===== config.mk =====
export PLATFORM = sky130hd
export DESIGN_NAME = isoc_packet_window_packer_flat
export DESIGN_NICKNAME = d
export VERILOG_FILES = /design/src/rtl/ipwp_pkg.sv /design/src/rtl/ipwp_ifs.sv /design/src/rtl/isoc_packet_window_packer.sv /design/src/rtl/ipwp_core.sv /design/src/rtl/ipwp_out_fifo.sv /design/src/flat_wrapper.sv
export SDC_FILE = /design/constraint.sdc
export NUM_CORES = 2
export LEC_CHECK = 0
export BUFFER_PORTS_ARGS = -buffer_cell sky130_fd_sc_hd__buf_4
export CORE_ASPECT_RATIO = 0.8
export CORE_MARGIN = 3
export CORE_UTILIZATION = 53
export DETAILED_ROUTE_END_ITERATION = 8
export PLACE_DENSITY_LB_ADDON = 0.12
export SLEW_MARGIN = 10
export SYNTH_ARGS = -nofsm -noshare
export SYNTH_HDL_FRONTEND = slang
export SYNTH_SLANG_ARGS = --single-unit

===== constraint.sdc =====
create_clock -name clk -period 25.8 [get_ports clk]
set_input_delay 3.87 -clock clk [delete_from_list [all_inputs] [get_ports clk]]
set_output_delay 3.87 -clock clk [all_outputs]
set_load 0.02 [all_outputs]

===== src/rtl/ipwp_pkg.sv =====
// ----------------------------------------------------------------------------
// ipwp_pkg
// Shared types and constants for the isochronous packet window packer.
// ----------------------------------------------------------------------------
package ipwp_pkg;

  localparam int WINDOW_SLOTS  = 8;      // packets per window, 1..8
  localparam int MAX_SLOTS     = 8;      // slots carried by the result fields
  localparam int ADDR_W        = 32;
  localparam int LEN_W         = 12;
  localparam int FRAME_W       = 16;
  localparam int COUNT_W       = 4;
  localparam int BYTES_W       = 15;
  localparam int LOOK_W        = 8;
  localparam int PAGE_OFFSET_W = 12;
  localparam int PAGE_W        = ADDR_W - PAGE_OFFSET_W;
  localparam int SLOT_IDX_W    = 3;
  localparam int LENS_W        = 4 * LEN_W;

  localparam logic [LOOK_W-1:0] LOOKAHEAD_RESET = 8'd2;

  // result queue
  localparam int FIFO_DEPTH = 4;
  localparam int FIFO_PTR_W = $clog2(FIFO_DEPTH);
  localparam int FIFO_CNT_W = FIFO_PTR_W + 1;

  typedef logic [LEN_W-1:0] len_t;

  typedef struct packed {
    logic [ADDR_W-1:0]  packet_address;
    logic [LEN_W-1:0]   packet_length;
    logic               first_of_transfer;
    logic               last_of_transfer;
    logic [FRAME_W-1:0] frame_now;
    logic [FRAME_W-1:0] tail_frame;
    logic               tail_valid;
  } in_item_t;

  typedef struct packed {
    logic [FRAME_W-1:0] start_frame;
    logic [COUNT_W-1:0] packet_count;
    logic [ADDR_W-1:0]  window_address;
    logic [BYTES_W-1:0] window_bytes;
    logic [ADDR_W-1:0]  page_base;
    logic [LENS_W-1:0]  lengths_low;
    logic [LENS_W-1:0]  lengths_high;
    logic               last_window;
  } window_t;

  // write strobes from the packer into the result queue
  typedef struct packed {
    logic push0;   // window the packet could not join
    logic push1;   // final window of the transfer
  } push_t;

endpackage


===== src/rtl/ipwp_ifs.sv =====
// ----------------------------------------------------------------------------
// ipwp channel interfaces
// Valid/ready channels for packets in, windows out and configuration writes.
// ----------------------------------------------------------------------------
interface ipwp_in_if;
  import ipwp_pkg::*;
  logic               valid;
  logic               ready;
  logic [ADDR_W-1:0]  packet_address;
  logic [LEN_W-1:0]   packet_length;
  logic               first_of_transfer;
  logic               last_of_transfer;
  logic [FRAME_W-1:0] frame_now;
  logic [FRAME_W-1:0] tail_frame;
  logic               tail_valid;

  modport source (output valid, packet_address, packet_length, first_of_transfer,
                  last_of_transfer, frame_now, tail_frame, tail_valid,
                  input ready);
  modport sink (input valid, packet_address, packet_length, first_of_transfer,
                last_of_transfer, frame_now, tail_frame, tail_valid,
                output ready);
endinterface

interface ipwp_out_if;
  import ipwp_pkg::*;
  logic               valid;
  logic               ready;
  logic [FRAME_W-1:0] start_frame;
  logic [COUNT_W-1:0] packet_count;
  logic [ADDR_W-1:0]  window_address;
  logic [BYTES_W-1:0] window_bytes;
  logic [ADDR_W-1:0]  page_base;
  logic [LENS_W-1:0]  lengths_low;
  logic [LENS_W-1:0]  lengths_high;
  logic               last_window;

  modport source (output valid, start_frame, packet_count, window_address,
                  window_bytes, page_base, lengths_low, lengths_high, last_window,
                  input ready);
  modport sink (input valid, start_frame, packet_count, window_address,
                window_bytes, page_base, lengths_low, lengths_high, last_window,
                output ready);
endinterface

interface ipwp_cfg_if;
  import ipwp_pkg::*;
  logic              valid;
  logic              ready;
  logic [LOOK_W-1:0] data;

  modport source (output valid, data, input ready);
  modport sink (input valid, data, output ready);
endinterface


===== src/rtl/isoc_packet_window_packer.sv =====
// ----------------------------------------------------------------------------
// isoc_packet_window_packer
// Packs the isochronous packets of a transfer into contiguous windows.
// ----------------------------------------------------------------------------
// Usage:
//   in_ch carries one packet per transfer: address, length, transfer start and
//   end flags, and the frame fields sampled on the first packet.
//   out_ch carries one closed window per transfer, with its start frame,
//   packet count, byte total, page base and the slot lengths.
//   cfg_ch writes prime_lookahead; it is always ready and should only be
//   written while the block is idle.
// Throughput and queueing:
//   One packet is taken every cycle while the result queue has room for two
//   windows. A packet's windows are queued at its transfer, behind any still
//   waiting. A packet may close up to two windows, and out_ch drains one a
//   cycle, so the output port sets the sustained rate when windows are short.
// Reset:
//   rst_n (synchronous) closes any open window, zeroes the frame counter,
//   empties the result queue and sets prime_lookahead to 2.
// Stalls:
//   While out_ch is stalled, windows wait in a four-entry queue; in_ch.ready
//   drops once fewer than two entries are free and returns as results drain.
// ----------------------------------------------------------------------------
module isoc_packet_window_packer (
  input logic       clk,
  input logic       rst_n,
  ipwp_in_if.sink   in_ch,
  ipwp_out_if.source out_ch,
  ipwp_cfg_if.sink  cfg_ch
);
  import ipwp_pkg::*;

  in_item_t in_item;
  push_t    push;
  window_t  win0;
  window_t  win1;
  window_t  out_win;
  logic     space_ok;
  logic     in_fire;
  logic     cfg_fire;

  // gather the packet fields for the packer
  assign in_item.packet_address    = in_ch.packet_address;
  assign in_item.packet_length     = in_ch.packet_length;
  assign in_item.first_of_transfer = in_ch.first_of_transfer;
  assign in_item.last_of_transfer  = in_ch.last_of_transfer;
  assign in_item.frame_now         = in_ch.frame_now;
  assign in_item.tail_frame        = in_ch.tail_frame;
  assign in_item.tail_valid        = in_ch.tail_valid;

  // accept a packet only when both windows it may close fit in the queue
  assign in_ch.ready = space_ok;
  assign in_fire     = in_ch.valid && space_ok;

  // configuration writes never stall
  assign cfg_ch.ready = 1'b1;
  assign cfg_fire     = cfg_ch.valid;

  ipwp_core u_core (
    .clk      (clk),
    .rst_n    (rst_n),
    .in_fire  (in_fire),
    .in_item  (in_item),
    .cfg_fire (cfg_fire),
    .cfg_data (cfg_ch.data),
    .push     (push),
    .win0     (win0),
    .win1     (win1)
  );

  ipwp_out_fifo u_out_fifo (
    .clk       (clk),
    .rst_n     (rst_n),
    .push      (push),
    .win0      (win0),
    .win1      (win1),
    .space_ok  (space_ok),
    .out_valid (out_ch.valid),
    .out_ready (out_ch.ready),
    .out_win   (out_win)
  );

  // drive the window fields from the head of the queue
  assign out_ch.start_frame    = out_win.start_frame;
  assign out_ch.packet_count   = out_win.packet_count;
  assign out_ch.window_address = out_win.window_address;
  assign out_ch.window_bytes   = out_win.window_bytes;
  assign out_ch.page_base      = out_win.page_base;
  assign out_ch.lengths_low    = out_win.lengths_low;
  assign out_ch.lengths_high   = out_win.lengths_high;
  assign out_ch.last_window    = out_win.last_window;

endmodule


===== src/rtl/ipwp_core.sv =====
// ----------------------------------------------------------------------------
// ipwp_core
// Window state and combinational packing decision for one packet per transfer.
// ----------------------------------------------------------------------------
module ipwp_core (
  input  logic                             clk,
  input  logic                             rst_n,
  input  logic                             in_fire,
  input  ipwp_pkg::in_item_t               in_item,
  input  logic                             cfg_fire,
  input  logic [ipwp_pkg::LOOK_W-1:0]      cfg_data,
  output ipwp_pkg::push_t                  push,
  output ipwp_pkg::window_t                win0,
  output ipwp_pkg::window_t                win1
);
  import ipwp_pkg::*;

  logic               window_open_r;
  logic [PAGE_W-1:0]  open_page_r;
  logic [ADDR_W-1:0]  open_addr_r;
  logic [BYTES_W-1:0] open_bytes_r;
  logic [ADDR_W-1:0]  expected_r;
  logic [COUNT_W-1:0] open_count_r;
  len_t               slot_r [MAX_SLOTS];
  logic [FRAME_W-1:0] next_frame_r;
  logic [LOOK_W-1:0]  lookahead_r;

  logic [FRAME_W-1:0] lead;
  logic               tail_ok;
  logic [FRAME_W-1:0] base_frame;
  logic               live;
  logic [ADDR_W-1:0]  end_addr;
  logic [PAGE_W-1:0]  end_page;
  logic               page_ok;
  logic               fits;
  logic               emit0;
  logic [FRAME_W-1:0] frame_mid;
  logic [FRAME_W-1:0] frame_nxt;

  logic [PAGE_W-1:0]  page_nxt;
  logic [ADDR_W-1:0]  addr_nxt;
  logic [BYTES_W-1:0] bytes_nxt;
  logic [COUNT_W-1:0] count_nxt;
  len_t               slot_nxt [MAX_SLOTS];

  function automatic window_t make_window(
    input logic [FRAME_W-1:0] frame,
    input logic [COUNT_W-1:0] count,
    input logic [ADDR_W-1:0]  addr,
    input logic [BYTES_W-1:0] bytes,
    input logic [PAGE_W-1:0]  page,
    input len_t               slots [MAX_SLOTS],
    input logic               last
  );
    window_t w;
    w.start_frame    = frame;
    w.packet_count   = count;
    w.window_address = addr;
    w.window_bytes   = bytes;
    w.page_base      = {page, {PAGE_OFFSET_W{1'b0}}};
    w.lengths_low    = {slots[3], slots[2], slots[1], slots[0]};
    w.lengths_high   = {slots[7], slots[6], slots[5], slots[4]};
    w.last_window    = last;
    return w;
  endfunction

  always_comb begin
    lead       = in_item.tail_frame - in_item.frame_now;
    tail_ok    = in_item.tail_valid && (lead != '0) && !lead[FRAME_W-1];
    if (in_item.first_of_transfer) begin
      base_frame = tail_ok ? in_item.tail_frame
                           : in_item.frame_now + {{(FRAME_W-LOOK_W){1'b0}}, lookahead_r};
    end else begin
      base_frame = next_frame_r;
    end

    // a new transfer drops any stale open window
    live     = window_open_r && !in_item.first_of_transfer;
    end_addr = in_item.packet_address + {{(ADDR_W-LEN_W){1'b0}}, in_item.packet_length}
               - {{(ADDR_W-1){1'b0}}, 1'b1};
    end_page = end_addr[ADDR_W-1:PAGE_OFFSET_W];
    page_ok  = (in_item.packet_length == '0) || (end_page == open_page_r) ||
               (end_page == open_page_r + {{(PAGE_W-1){1'b0}}, 1'b1});
    fits     = live && (open_count_r < COUNT_W'(WINDOW_SLOTS)) &&
               (in_item.packet_address == expected_r) && page_ok;
    emit0    = live && !fits;

    frame_mid = base_frame + (emit0 ? {{(FRAME_W-COUNT_W){1'b0}}, open_count_r} : '0);

    if (fits) begin
      page_nxt  = open_page_r;
      addr_nxt  = open_addr_r;
      bytes_nxt = open_bytes_r + {{(BYTES_W-LEN_W){1'b0}}, in_item.packet_length};
      count_nxt = open_count_r + {{(COUNT_W-1){1'b0}}, 1'b1};
      for (int i = 0; i < MAX_SLOTS; i++) begin
        slot_nxt[i] = slot_r[i];
      end
      slot_nxt[open_count_r[SLOT_IDX_W-1:0]] = in_item.packet_length;
    end else begin
      page_nxt  = in_item.packet_address[ADDR_W-1:PAGE_OFFSET_W];
      addr_nxt  = in_item.packet_address;
      bytes_nxt = {{(BYTES_W-LEN_W){1'b0}}, in_item.packet_length};
      count_nxt = {{(COUNT_W-1){1'b0}}, 1'b1};
      for (int i = 0; i < MAX_SLOTS; i++) begin
        slot_nxt[i] = '0;
      end
      slot_nxt[0] = in_item.packet_length;
    end

    // the final window advances the frame past itself
    frame_nxt = in_item.last_of_transfer
                ? frame_mid + {{(FRAME_W-COUNT_W){1'b0}}, count_nxt}
                : frame_mid;

    push.push0 = in_fire && emit0;
    push.push1 = in_fire && in_item.last_of_transfer;
    win0 = make_window(base_frame, open_count_r, open_addr_r, open_bytes_r,
                       open_page_r, slot_r, 1'b0);
    win1 = make_window(frame_mid, count_nxt, addr_nxt, bytes_nxt,
                       page_nxt, slot_nxt, 1'b1);
  end

  always_ff @(posedge clk) begin
    if (!rst_n) begin
      window_open_r <= 1'b0;
      open_page_r   <= '0;
      open_addr_r   <= '0;
      open_bytes_r  <= '0;
      expected_r    <= '0;
      open_count_r  <= '0;
      next_frame_r  <= '0;
      lookahead_r   <= LOOKAHEAD_RESET;
      for (int i = 0; i < MAX_SLOTS; i++) begin
        slot_r[i] <= '0;
      end
    end else begin
      if (cfg_fire) begin
        lookahead_r <= cfg_data;
      end
      if (in_fire) begin
        window_open_r <= !in_item.last_of_transfer;
        open_page_r   <= page_nxt;
        open_addr_r   <= addr_nxt;
        open_bytes_r  <= bytes_nxt;
        expected_r    <= in_item.packet_address +
                         {{(ADDR_W-LEN_W){1'b0}}, in_item.packet_length};
        open_count_r  <= count_nxt;
        next_frame_r  <= frame_nxt;
        for (int i = 0; i < MAX_SLOTS; i++) begin
          slot_r[i] <= slot_nxt[i];
        end
      end
    end
  end

endmodule


===== src/rtl/ipwp_out_fifo.sv =====
// ----------------------------------------------------------------------------
// ipwp_out_fifo
// Small result queue taking up to two windows per cycle, draining one.
// ----------------------------------------------------------------------------
module ipwp_out_fifo (
  input  logic              clk,
  input  logic              rst_n,
  input  ipwp_pkg::push_t   push,
  input  ipwp_pkg::window_t win0,
  input  ipwp_pkg::window_t win1,
  output logic              space_ok,
  output logic              out_valid,
  input  logic              out_ready,
  output ipwp_pkg::window_t out_win
);
  import ipwp_pkg::*;

  window_t                mem_r [FIFO_DEPTH];
  logic [FIFO_PTR_W-1:0]  wr_ptr_r;
  logic [FIFO_PTR_W-1:0]  rd_ptr_r;
  logic [FIFO_CNT_W-1:0]  count_r;
  logic                   pop;

  assign out_valid = (count_r != '0);
  assign out_win   = mem_r[rd_ptr_r];
  assign pop       = out_valid && out_ready;
  // room for the two windows one packet can close
  assign space_ok  = (count_r <= FIFO_CNT_W'(FIFO_DEPTH - 2));

  always_ff @(posedge clk) begin
    if (push.push0) begin
      mem_r[wr_ptr_r] <= win0;
    end
    if (push.push1) begin
      mem_r[wr_ptr_r + FIFO_PTR_W'(push.push0)] <= win1;
    end
  end

  always_ff @(posedge clk) begin
    if (!rst_n) begin
      wr_ptr_r <= '0;
      rd_ptr_r <= '0;
      count_r  <= '0;
    end else begin
      wr_ptr_r <= wr_ptr_r + FIFO_PTR_W'(push.push0) + FIFO_PTR_W'(push.push1);
      rd_ptr_r <= rd_ptr_r + FIFO_PTR_W'(pop);
      count_r  <= count_r + FIFO_CNT_W'(push.push0) + FIFO_CNT_W'(push.push1)
                  - FIFO_CNT_W'(pop);
    end
  end

endmodule


===== src/flat_wrapper.sv =====
// flat-port wrapper written by rule: the top's interface ports become plain ports
module isoc_packet_window_packer_flat import ipwp_pkg::*;
  (clk, rst_n, in_ch_valid, in_ch_packet_address, in_ch_packet_length, in_ch_first_of_transfer, in_ch_last_of_transfer, in_ch_frame_now, in_ch_tail_frame, in_ch_tail_valid, in_ch_ready, out_ch_valid, out_ch_start_frame, out_ch_packet_count, out_ch_window_address, out_ch_window_bytes, out_ch_page_base, out_ch_lengths_low, out_ch_lengths_high, out_ch_last_window, out_ch_ready, cfg_ch_valid, cfg_ch_data, cfg_ch_ready);
  ipwp_in_if in_ch_i ();
  ipwp_out_if out_ch_i ();
  ipwp_cfg_if cfg_ch_i ();
  input logic clk;
  input logic rst_n;
  input wire logic [$bits(in_ch_i.valid)-1:0] in_ch_valid;
  input wire logic [$bits(in_ch_i.packet_address)-1:0] in_ch_packet_address;
  input wire logic [$bits(in_ch_i.packet_length)-1:0] in_ch_packet_length;
  input wire logic [$bits(in_ch_i.first_of_transfer)-1:0] in_ch_first_of_transfer;
  input wire logic [$bits(in_ch_i.last_of_transfer)-1:0] in_ch_last_of_transfer;
  input wire logic [$bits(in_ch_i.frame_now)-1:0] in_ch_frame_now;
  input wire logic [$bits(in_ch_i.tail_frame)-1:0] in_ch_tail_frame;
  input wire logic [$bits(in_ch_i.tail_valid)-1:0] in_ch_tail_valid;
  output wire logic [$bits(in_ch_i.ready)-1:0] in_ch_ready;
  output wire logic [$bits(out_ch_i.valid)-1:0] out_ch_valid;
  output wire logic [$bits(out_ch_i.start_frame)-1:0] out_ch_start_frame;
  output wire logic [$bits(out_ch_i.packet_count)-1:0] out_ch_packet_count;
  output wire logic [$bits(out_ch_i.window_address)-1:0] out_ch_window_address;
  output wire logic [$bits(out_ch_i.window_bytes)-1:0] out_ch_window_bytes;
  output wire logic [$bits(out_ch_i.page_base)-1:0] out_ch_page_base;
  output wire logic [$bits(out_ch_i.lengths_low)-1:0] out_ch_lengths_low;
  output wire logic [$bits(out_ch_i.lengths_high)-1:0] out_ch_lengths_high;
  output wire logic [$bits(out_ch_i.last_window)-1:0] out_ch_last_window;
  input wire logic [$bits(out_ch_i.ready)-1:0] out_ch_ready;
  input wire logic [$bits(cfg_ch_i.valid)-1:0] cfg_ch_valid;
  input wire logic [$bits(cfg_ch_i.data)-1:0] cfg_ch_data;
  output wire logic [$bits(cfg_ch_i.ready)-1:0] cfg_ch_ready;
  assign in_ch_i.valid = in_ch_valid;
  assign in_ch_i.packet_address = in_ch_packet_address;
  assign in_ch_i.packet_length = in_ch_packet_length;
  assign in_ch_i.first_of_transfer = in_ch_first_of_transfer;
  assign in_ch_i.last_of_transfer = in_ch_last_of_transfer;
  assign in_ch_i.frame_now = in_ch_frame_now;
  assign in_ch_i.tail_frame = in_ch_tail_frame;
  assign in_ch_i.tail_valid = in_ch_tail_valid;
  assign in_ch_ready = in_ch_i.ready;
  assign out_ch_valid = out_ch_i.valid;
  assign out_ch_start_frame = out_ch_i.start_frame;
  assign out_ch_packet_count = out_ch_i.packet_count;
  assign out_ch_window_address = out_ch_i.window_address;
  assign out_ch_window_bytes = out_ch_i.window_bytes;
  assign out_ch_page_base = out_ch_i.page_base;
  assign out_ch_lengths_low = out_ch_i.lengths_low;
  assign out_ch_lengths_high = out_ch_i.lengths_high;
  assign out_ch_last_window = out_ch_i.last_window;
  assign out_ch_i.ready = out_ch_ready;
  assign cfg_ch_i.valid = cfg_ch_valid;
  assign cfg_ch_i.data = cfg_ch_data;
  assign cfg_ch_ready = cfg_ch_i.ready;
  isoc_packet_window_packer u_core (.clk(clk), .rst_n(rst_n), .in_ch(in_ch_i), .out_ch(out_ch_i), .cfg_ch(cfg_ch_i));
endmodule

Word level (Yosys, flattened, before mapping)

Memories as Yosys holds them, arrays and structs flattened. A register that Yosys moved wholly into a read port is not among the register bits.
Cells that the tools add are included.

Register bits: 231
Bits in writable memories: 736
Bits of input ports: 92
Output and inout bits: 199
Logic and storage cells: 81
Memories kept: 1

Add/sub/neg operators: 15
Order comparisons: 4
Equality and inequality tests: 3
Mux-type cells: 17
Bitwise operators: 1
Reductions and logical operators: 21

Memories:

| name                    | words | width | rd ports | clocked after Yosys merged registers in | wr ports | RTL line            | source |
|---|---|---|---|---|---|---|---|
| u_core.u_out_fifo.mem_r | 4     | 184   | 1        | 1                                       | 2        | ipwp_out_fifo.sv:18 | `window_t mem_r [FIFO_DEPTH];` |

Operator list:

| cell                  | number |
|---|---|
| $bwmux 96             | 1 |
| $mux 96               | 1 |
| $mux 16               | 3 |
| $eq 20x20->1          | 2 |
| $demux 12 s3          | 1 |
| $add 16x4->16         | 2 |
| $add 32x12->32        | 1 |
| $eq 32x32->1          | 1 |
| $mux 32               | 1 |
| $sub 32x1->32 const B | 1 |
| $add 20x1->20 const B | 1 |
| $mux 20               | 1 |
| $add 16x8->16         | 1 |
| $reduce_bool 16->1    | 1 |
| $sub 16x16->16        | 1 |
| $add 15x12->15        | 1 |
| $mux 15               | 1 |
| $logic_and 1x1->1     | 12 |
| $logic_not 12->1      | 1 |
| $mux 12               | 1 |
| $mux 4                | 2 |
| $add 2x1->2           | 3 |
| $add 3x1->3           | 2 |
| $add 4x1->4 const B   | 1 |
| other kinds (11)      | 18 |

Logic depth before layout (Yosys ltp)

Depth in word-level cells: 12
Depth in mapped cells: 35
Depth with buffers taken out: 31

By module

Synthesis repeated with hierarchy kept, for this count alone.

Cells, all modules: 4247
Area total of the unflattened synthesis: 55366.9 sq um

Modules (own cells, without submodules):

| module                    | times used | cells each | area each (sq um) | seq. area each (sq um) |
|---|---|---|---|---|
| ipwp_out_fifo             | 1          | 1939       | 38029.0           | 23682.7 |
| ipwp_core                 | 1          | 2305       | 17320.4           | 4484.3 |
| isoc_packet_window_packer | 1          | 3          | 17.5              | 0.0 |

Least setup slack after synthesis

OpenSTA, ideal clock, no wires.

Path kind: input -> register
From: input port in_ch_packet_length[0]
To: memory u_core.u_out_fifo.mem_r[0][100] (netlist bit) (enable)
Library setup time: 996 ps
Arrival time: 21798 ps
Data required time: 24804 ps
Path slack: 3006 ps
Stages on the path: 20
Path buffers: 3
Cells stage by stage: ha_1 -> inv_1 -> fa_1 -> and2b_1 -> o211ai_1 -> a211oi_4 -> o22ai_1 -> or4_1 -> clkbuf_1 -> nor3_1 -> nand2_1 -> nor4_1 -> xnor3_1 -> nand4bb_1 -> nor4_1 -> a221oi_1 -> clkbuf_1 -> clkbuf_1 -> nand3_1 -> o31ai_1

RTL lines:

| what        | RTL line            | source |
|---|---|---|
| from (decl) | flat_wrapper.sv:11  | `input wire logic [$bits(in_ch_i.packet_length)-1:0] in_ch_packet_length;` |
| to (decl)   | ipwp_out_fifo.sv:18 |  |

==> flow_metrics.tcl <==
set metrics [dict create \
    status "finished clean" \
    cp_top_family "simple AND/OR/NAND/NOR gates" \
    critPathLaunchType "primary input" \
    clockBufferDepth 3 \
    power_mw 4.83 \
    cts-root-buf "clkbuf_16" \
    min_period_over_period_pct 53.1 \
    dr.pass1.iters 6 \
    clk_pin_slew_worst_paths_ns 0.06 \
    yosysSeqAreaShare_pct 52.4 \
    peakVddDrop_mv 0.0913 \
    cts.repair.resized 0 \
    synth_warnings 0 \
    worst_pin_slew_ns 1.29 \
    drtIter0Drc 4307 \
    synth_ff_type "edfxtp_1" \
    grt_max_degree 141 \
    synth.area.top_cells "edfxtp_1 (43%), a22o_1 (11%), dfxtp_1 (9.2%)" \
    dieArea_mm2 0.0999 \
    arrival_ns 14.22 \
    drt-total-wl_um 165000 \
    path_cells "buf_4, inv_1, fa_1, and2b_1, o211ai_1, a211oi_4, o22ai_1, or4_1, nor3_1, nand2_1, or3_1, mux2_2, or4b_2, nor4_1, a221oi_4, buf_4, nand3_1, inv_1, ha_1, nand2_1, nor2_4, nand2b_1, o21ai_1, a22o_1" \
    slowest_delay_ns 1.16 \
    grt_pass1_wl_um 244000 \
    synthCells 4311 \
    setup_viol 0 \
    setup.worst_path.class "primary input to register" \
    avgRoutedWirePerCell_um 28.9 \
    dp_hpwl_um 99300 \
    hold_violations 0 \
    avgSynthCellArea_um2 11.8 \
    yosysTopAreaCellShare_pct 43.1 \
    drcViolationCount 0 \
    gp_congestion 0.963 \
    clk_latency_ns 0.68 \
    gr-total-overflow 0 \
    powerDensity_mw_per_mm2 84.9 \
    crit_fanout 47 \
    cp_slowest_cell "o21ai_1" \
    rsz0062_at_grt "false" \
    areaGrowthSynthToFinish_pct 11.7 \
    async_flop_share_pct 0 \
    post-cts-setup-buffer-count 0 \
    drv_slew 0 \
    final.setup_skew_ns 0.0325 \
    ant_nets 0 \
    timing.critical_path.buf_inv 4 \
    grt_usage_pct 32.2 \
    htree_levels 3 \
    synth_area_mm2 0.0510 \
    slew_headroom_pct 13.4 \
    cts_tree "done" \
    io_pins 291 \
    final_net_count 4489 \
    start_util_pct 53.6 \
    fin_crit_ns 13.69 \
    p_leak_nw 20.2 \
    grt_pass1_vias 37500 \
    hp-class "register to register" \
    max_cap_viol_count 0 \
    ys_ff_latch 967 \
    clkSinkCount 967 \
    cts_made_buffers 99 \
    synth-edff-count 732 \
    pre_cts_slack_ns 11.61 \
    worstSetupEndpointType "register" \
    io_buffers 277 \
    synth_top_area_cell "edfxtp_1" \
    postCtsHoldBufs 0 \
    finalSetupTns_ns 0 \
    setup_ws_ns 12.11 \
    synth_cell_types 95 \
    die_h_um 283 \
    critical_path_required_ns 26.33 \
    via_count 38500 \
    via_per_inst 6.75 \
    grt_antenna_before_repair 4 \
    drive_gt1_share_pct 17.7 \
    row_count 101 \
    core_region_area_mm2 0.0952 \
    max_freq_ghz 0.0730 \
    fp.dieW_um 353 \
]
[placed cells by master (no fill, tap or decap), drive strengths merged, types with 62 or more instances in the layout]
cell type / instances
nand2: 316
clkbuf: 137
xnor2: 103
inv: 66
nand3: 115
a22oi: 88
a211oi: 68
o21ai: 234
xor2: 68
edfxtp: 732
a21oi: 100
mux4: 185
nor2: 291
a22o: 643
ha: 62
dfxtp: 235
buf: 351
[cell type report]
| type | instances | area [um2] |
|---|---|---|
| inverter | 61 | 234 |
| timing repair buffer | 351 | 2660 |
| antenna | 2 | 5.00 |
| fill | 7603 | 38200 |
| clock buffer | 137 | 2750 |
| clock inverter | 49 | 576 |
| multi-input combinational | 2847 | 22400 |
| tap | 1287 | 1610 |
| sequential | 967 | 26700 |
[final timing paths]
path | start | end | slack (ns) | depth (start not counted)
max | in_ch_packet_length[1] | u_core.u_out_fifo.mem_r[3][64] | 12.11 | 24
min | u_core.u_out_fifo.mem_r[2][0] | u_core.u_out_fifo.mem_r[2][0] | 0.45 | 2
max reg2reg | u_core.u_core.open_page_r[0] | u_core.u_out_fifo.mem_r[3][64] | 17.17 | 19
min reg2reg | u_core.u_out_fifo.mem_r[2][0] | u_core.u_out_fifo.mem_r[2][0] | 0.45 | 2
[registers in the layout, indices dropped and copies added, names as in the netlist]
register / flops
u_core.u_core.open_addr_r: 32
u_core.u_core.open_count_r: 4
u_core.u_core.open_bytes_r: 15
u_core.u_core.win0: 96
u_core.u_core.expected_r: 32
u_core.u_core.lookahead_r: 8
u_core.u_core.open_page_r: 20
u_core.u_out_fifo.rd_ptr_r: 2
u_core.u_out_fifo.wr_ptr_r: 2
u_core.u_core.next_frame_r: 16
u_core.u_out_fifo.mem_r: 736
u_core.u_core.window_open_r: 1
u_core.u_out_fifo.count_r: 3
[tightest hold or removal path, stage by stage, from the launching register on]
cell and delay (ns):
dfxtp_1 0.31, nand2_1 0.05, nand2_1 0.05
[cells by family after synthesis]
group,synth area share (%)
DFF,52.4
xor gates and xnor gates,3.07
other,0.0147
adders and majority gates,1.84
muxes,9.07
AOI/OAI and AO/OA,19.8
and+or+nand+nor,9.69
buffers and inverters,4.18
[report_power, final]
| group | internal, mW | switching [mW] | total [mW] |
|---|---|---|---|
| Sequential | 1.82 | 0.107 | 1.93 |
| Clock | 0.858 | 0.627 | 1.49 |
| Combinational | 0.557 | 0.857 | 1.41 |
| Total | 3.24 | 1.59 | 4.83 |
[cells in the mapped netlist, types with 26 or more instances]
library cell and instances:
a22oi_1 88, xnor2_1 103, and2_1 29, inv_1 61
mux2i_1 42, ha_1 62, a21oi_1 99, buf_2 92
nor2_1 289, dfxtp_1 235, and3_1 26, o21ai_1 31
nand2_1 313, a22o_1 643, nand3_1 115, mux4_2 185
nor3_1 41, buf_1 46, edfxtp_1 732, o21ai_0 191
xor2_1 68, o22ai_1 37, a211oi_1 67, clkbuf_1 279
nand4_1 32, nor2b_1 27
[layer usage]
layer	track usage, %	part of all wire (%)
met5	0	0
met1	46.0	41
met3	7.54	11
met2	48.6	44
met4	10.6	3.1
[stage by stage]
stage	area (um2)	hold WS, ns	util (%)	cells
after floorplan	51000	0.418	-	4322
after global placement	53600	0.437	56.3	5513
after detailed placement	53600	0.443	56.3	5513
after CTS	56900	0.446	59.8	5699
after global routing	56900	0.484	59.8	5700
final	56900	0.447	59.8	5701
(Power assumes the default switching activity.)
